$ cat src/rtl/assert_macros.svh
// Assertion macros shared by the scheduler RTL.
`ifndef ASSERT_MACROS_SVH
`define ASSERT_MACROS_SVH

// Checks an implication or property on every clock edge outside reset.
`define SSTF_ASSERT(lbl, prop, msg) \
    lbl: assert property (@(posedge i_clk) disable iff (!i_rst_n) prop) else $error(msg);

// Checks that a condition in one cycle is followed by another in the next.
`define SSTF_ASSERT_NEXT(lbl, ante, cons, msg) \
    lbl: assert property (@(posedge i_clk) disable iff (!i_rst_n) (ante) |=> (cons)) \
        else $error(msg);

`endif

$ cat src/rtl/sstf_pkg.sv
// Types and constants shared by the shortest-seek-first scheduler.
package sstf_pkg;

    localparam int TRACK_BITS        = 16;
    localparam int TOTAL_W           = 22;
    localparam int QUEUE_DEPTH_DEF   = 32;

    localparam logic [TRACK_BITS-1:0] START_RESET = TRACK_BITS'(15);
    localparam logic [TOTAL_W-1:0]    TOTAL_MAX   = {TOTAL_W{1'b1}};

    typedef struct packed {
        logic [TRACK_BITS-1:0] track;
        logic                  final_req;
    } t_in_item;

    typedef struct packed {
        logic [TRACK_BITS-1:0] from_track;
        logic [TRACK_BITS-1:0] to_track;
        logic [TRACK_BITS-1:0] distance;
        logic [TOTAL_W-1:0]    running_total;
        logic                  dropped;
        logic                  last_seek;
    } t_out_item;

    // Controls driven from the sequencer into one cell.
    typedef struct packed {
        logic                  load;
        logic                  calc;
        logic                  take;
        logic                  flush;
        logic [TRACK_BITS-1:0] track;
        logic [TRACK_BITS-1:0] head;
    } t_cell_ctl;

    // Best candidate seen so far, handed from cell to cell.
    typedef struct packed {
        logic                  found;
        logic [TRACK_BITS-1:0] span;
        logic [TRACK_BITS-1:0] track;
    } t_token;

endpackage

$ cat src/rtl/sstf_cell.sv
// One request slot of the scheduler's compare chain.
module sstf_cell
    import sstf_pkg::*;
#(
    parameter int IDX_W   = 5,
    parameter int CELL_ID = 0
) (
    input  logic             i_clk,
    input  logic             i_rst_n,
    input  t_cell_ctl        i_ctl,
    input  t_token           i_tok,
    input  logic [IDX_W-1:0] i_idx,
    output t_token           o_tok,
    output logic [IDX_W-1:0] o_idx
);

    logic [TRACK_BITS-1:0] r_track;
    logic [TRACK_BITS-1:0] r_dist;
    logic                  r_pend;
    t_token                r_tok;
    logic [IDX_W-1:0]      r_idx;
    logic                  w_mine;

    // A strictly smaller distance replaces the incoming candidate, so ties
    // stay with the earlier slot.
    assign w_mine = r_pend && (!i_tok.found || (r_dist < i_tok.span));

    always_ff @(posedge i_clk) begin
        if (!i_rst_n) begin
            r_pend <= 1'b0;
            r_tok  <= '0;
        end else begin
            if (i_ctl.load) begin
                r_pend <= 1'b1;
            end else if (i_ctl.take || i_ctl.flush) begin
                r_pend <= 1'b0;
            end
            if (w_mine) begin
                r_tok <= '{found: 1'b1, span: r_dist, track: r_track};
            end else begin
                r_tok <= i_tok;
            end
        end
    end

    always_ff @(posedge i_clk) begin
        if (i_ctl.load) begin
            r_track <= i_ctl.track;
        end
        if (i_ctl.calc) begin
            r_dist <= (i_ctl.head >= r_track) ? (i_ctl.head - r_track)
                                              : (r_track - i_ctl.head);
        end
        r_idx <= w_mine ? IDX_W'(CELL_ID) : i_idx;
    end

    assign o_tok = r_tok;
    assign o_idx = r_idx;

endmodule

$ cat config.mk
export PLATFORM = sky130hd
export DESIGN_NAME = sstf_cell
export DESIGN_NICKNAME = d
export VERILOG_FILES = /design/src/rtl/assert_macros.svh /design/src/rtl/sstf_pkg.sv /design/src/rtl/sstf_cell.sv
export SDC_FILE = /design/constraint.sdc
export NUM_CORES = 1
export LEC_CHECK = 0
export ABC_CLOCK_PERIOD_IN_PS = 2100
export BUFFER_PORTS_ARGS = -buffer_cell sky130_fd_sc_hd__buf_2
export CAP_MARGIN = 15
export CORE_ASPECT_RATIO = 1.5
export CORE_MARGIN = 10
export CORE_UTILIZATION = 44
export DETAILED_ROUTE_END_ITERATION = 16
export MAX_ROUTING_LAYER = met4
export PLACE_DENSITY_LB_ADDON = 0.1
export SLEW_MARGIN = 20
export SYNTH_ARGS = -nofsm -noshare
export SYNTH_HDL_FRONTEND = slang
export SYNTH_SLANG_ARGS = --single-unit
$ cat constraint.sdc
create_clock -name i_clk -period 2.1 [get_ports i_clk]
set_input_delay 0.105 -clock i_clk [delete_from_list [all_inputs] [get_ports i_clk]]
set_output_delay 0.105 -clock i_clk [all_outputs]
set_load 0.02 [all_outputs]
==> results.txt <==
- Final Hold Violating Endpoints: 0
- Antenna fix cells: 0
- LEAKAGE: ~0.0035 uW
- Max-cap violations in this run came to 0.
- Slew headroom: between 60% and 70%
- Starting density of the core: 45.34%
- Switching share of power: a little under a third
* Vias in the first global route: 4,469
- Placement Rows: 44
- From left edge to right edge, the die measures 102.0 um.
- The area growth from synthesis to layout is 54.41%.
- After the first detailed-routing iteration, the DRC count stood at 162.
* Number of unique standard cell types used by synthesis: 53
- Routability-driven placement finished with a final weighted congestion of 0.9397.
- Switching power total: 1610 uW
* CTS Root Buffer Type: clkbuf_16
- Most used flip-flop cell after synthesis: dfxtp_1
- Cell types with the highest counts after synthesis: nand2_1, inv_1, ha_1
- Counting the buffers created by CTS gives 9.
- Crit Path Category: flip-flop to flip-flop
- Worst-Skew Late Latency: 0.34 ns
- Setup repair after global routing missed its margin: true
* Initial antenna violation count: 0
- Internal power of the cells: 3582 uW
* Synth Register Bits: 71
* Post-Synthesis Net Count: 589
* Final setup slack of the worst path: -0.3646 ns
- Cells taking the most area after synthesis: edfxtp_1, dfxtp_1, ha_1, mux2i_1, nand2_1
- Clk network pwr share: 29.6%
- Number of H-tree levels: 3
- Cell count after synthesis: 465
* Clock Sinks: 71
- The first global-routing pass estimated between 20,000 and 25,000 um of wire.
- STA puts the critical path data required time at approximately 2.2 ns.
- EDFF count, synth: 32
- For this block, the routed nets add up to 14,710 um of wire.
* Vias: 4,165
* Number of port buffers: 113
- Number of buffers on the longest clock path: 2
- Based on the critical path, the design can be clocked at up to 0.4058 GHz.
- Die Outline Area: 0.01460 mm2
- Clock-pin slew was measured on the worst setup and hold paths at ~0.060 ns.
- Layout cell share with drive strength beyond 1: 42.74%
- Among all cell types in the netlist, the one instantiated most often is nand2_1.
- Part of the total power dissipated in sequential elements: 33.5%
- IR analysis of the VDD net gives a maximum drop of approximately 0.00043 V.
- Once detailed placement completed, the half-perimeter wirelength came to 10,970 um.
- Clock skew on the completed layout was measured at 0.009614 ns.
- Number of nets in the layout: 821
* Number of iterations in the first detailed-routing pass: 4
* Final-report setup violation count: 52
* Max FO, Critical Path: 4
- The worst setup path is launched from a flip-flop.
* GR Util All Layers: 20.87%
- Summed over all layers, the global routing overflow is 0.
* Cell taking the most area after synthesis: edfxtp_1
* Violated checks: negative setup slack
- Before CTS, the worst setup slack after placement is -0.4185 ns.
- Using the TritonRoute via totals, the vias-per-cell ratio works out to 5.098.
- CTS tree: built
- Crit share post-route: 117.4%
- Post-synthesis average cell area: around 9.6 um2
- The mapped netlist covers 0.004443 mm2.
- For this run, asynchronously set or reset flops after synthesis account for 0%.
* Type of the tightest min-delay check: input port to flip-flop
- The final count of pins violating max slew was 0.
* Post-DRT Antenna Nets: 0
* Post-layout min period: 2.465 ns
- In this run the standard cell core region covers 0.009799 mm2.
* Detail-routed net length per standard cell: 18.01 um
* Synth warn: 0
- Arrival time of the worst setup path: 2.55 ns
- Critical Path End Type: flip-flop
* Chip Height: 143.1 um
* Top-level I/O count: 114
* Final setup TNS: -11.18 ns
- Pwr per Cell Area: approximately 760 mW/mm2
* Number of DRC violations after detailed routing: 0
* Status: complete, but fails checks
* Actual transition at the worst max-transition pin: 0.4678 ns
- Entering global routing, the biggest net connects 67 pins.
* Post-synth top area share: 21.63%
* Share of synthesized area occupied by flip-flops and latches: between 30% and 40%
- Combinational logic is responsible for 36.9% of the overall power.
==> power by group through the flow <==
stage	logic, uW	clock network [uW]	registers (uW)
2_1_floorplan	817	0	1850
3_3_place_gp	1540	0	1760
3_5_place_dp	1560	0	1760
4_1_cts	1850	1570	1740
5_1_grt	2070	1620	1760
6_report	1920	1530	1740
==> layout by cell type (no fill, tap or decap), types with 3 or more instances in the layout <==
cell           synthesis  routed
edfxtp_1              32      32
xnor2_1               11      11
nand3_1                4       4
ha_1                  46      36
nand2b_1               3       3
a31oi_1                5       3
o21ai_1                1       3
a21oi_2                1       9
buf_2                  2     113
buf_16                 0       3
buf_6                  3       7
xor2_1                 3       3
a21oi_1               31      22
ha_4                   0       8
clkbuf_16              0      10
buf_4                  4      89
nor2b_1                5       4
mux2i_1               44      38
nand4_1                8       8
a31o_2                 3       3
and2_4                 1       5
nor2_1                 6       6
buf_12                 0       8
inv_1                 58      55
dfxtp_1               39      39
inv_2                  0       3
o21ai_0               13      11
o211ai_1               4       4
mux2i_2                0       5
nand2_1               73      72
o21a_1                 6       5
a21o_1                10      10
dlygate4sd3_1          0      21
==> worst paths after layout <==
check	start	end	slack [ns]	depth (start not counted)
max reg2reg	r_track[4]	r_dist[15]	-0.36	8
min reg2reg	r_dist[0]	o_tok[16]	0.54	2
min	i_tok[13]	o_tok[13]	0.02	3
max	r_track[4]	r_dist[15]	-0.36	8
==> logic make-up after synthesis <==
| logic type | count (synthesis) | share of synthesized area, % |
|---|---|---|
| AOI/OAI and AO/OA | 94 | 14.22 |
| buffers and inverters | 79 | 8.082 |
| muxes | 45 | 10.17 |
| xor gates and xnor gates | 14 | 2.760 |
| adders and majority gates | 48 | 13.86 |
| DFF | 71 | 39.20 |
| and+or+nand+nor | 114 | 11.72 |
==> per-stage QoR <==
step | std cells | hold WS [ns] | instance area [um2] | power (uW) | utilization [%]
6_report | 817 | 0.01765 | 6860 | 5192 | 70.01
3_3_place_gp | 758 | 0.2827 | 5777 | 3296 | 58.95
3_5_place_dp | 758 | 0.2831 | 5777 | 3321 | 58.95
4_1_cts | 813 | 0.00004481 | 6763 | 5164 | 69.01
5_1_grt | 817 | 0.006826 | 6860 | 5454 | 70.01
2_1_floorplan | 465 | 0.2039 | 4491 | 2671 | -
==> sequential cells by signal, summed over array words and instances, names as in the netlist <==
| signal | count |
|---|---|
| o_tok | 33 |
| r_dist | 16 |
| r_track | 16 |
| o_idx | 5 |
| r_pend | 1 |
==> worst max-delay path, stage by stage (launching register included) <==
cell      delay (ns)
edfxtp_1        0.49
ha_4            0.31
and2_4          0.16
a221oi_4        0.29
o21ai_4         0.13
a221oi_2        0.34
a31oi_2         0.16
o32ai_4         0.24
xnor2_1         0.10
==> area by class of cell <==
cell class                 count  area, um2
multi-input combinational    315       2674
tap                          115      143.9
fill                         775       2939
timing repair buffer         242       1780
clock buffer                  13      281.5
inverter                      58      217.7
sequential                    71       1742
clock inverter                 3      21.27
==> layer usage <==
metal	GRT usage [%]	share of wire, %	up-vias
met3	3.816	4.0	34
li1	-	-	2070
met4	11.40	4.6	0
met5	-	0	-
met1	17.87	33	1939
met2	40.66	58	122
==> repair_timing <==
action,4_1_cts,5_1_grt
hold buffers,20,1
setup endpoints to repair,52,52
endpoints found under the hold margin,20,1
resized for setup,51,17
pin swaps,28,8
buffers inserted,16,3
cloned,3,0
Power figures use the tool's default switching activity.
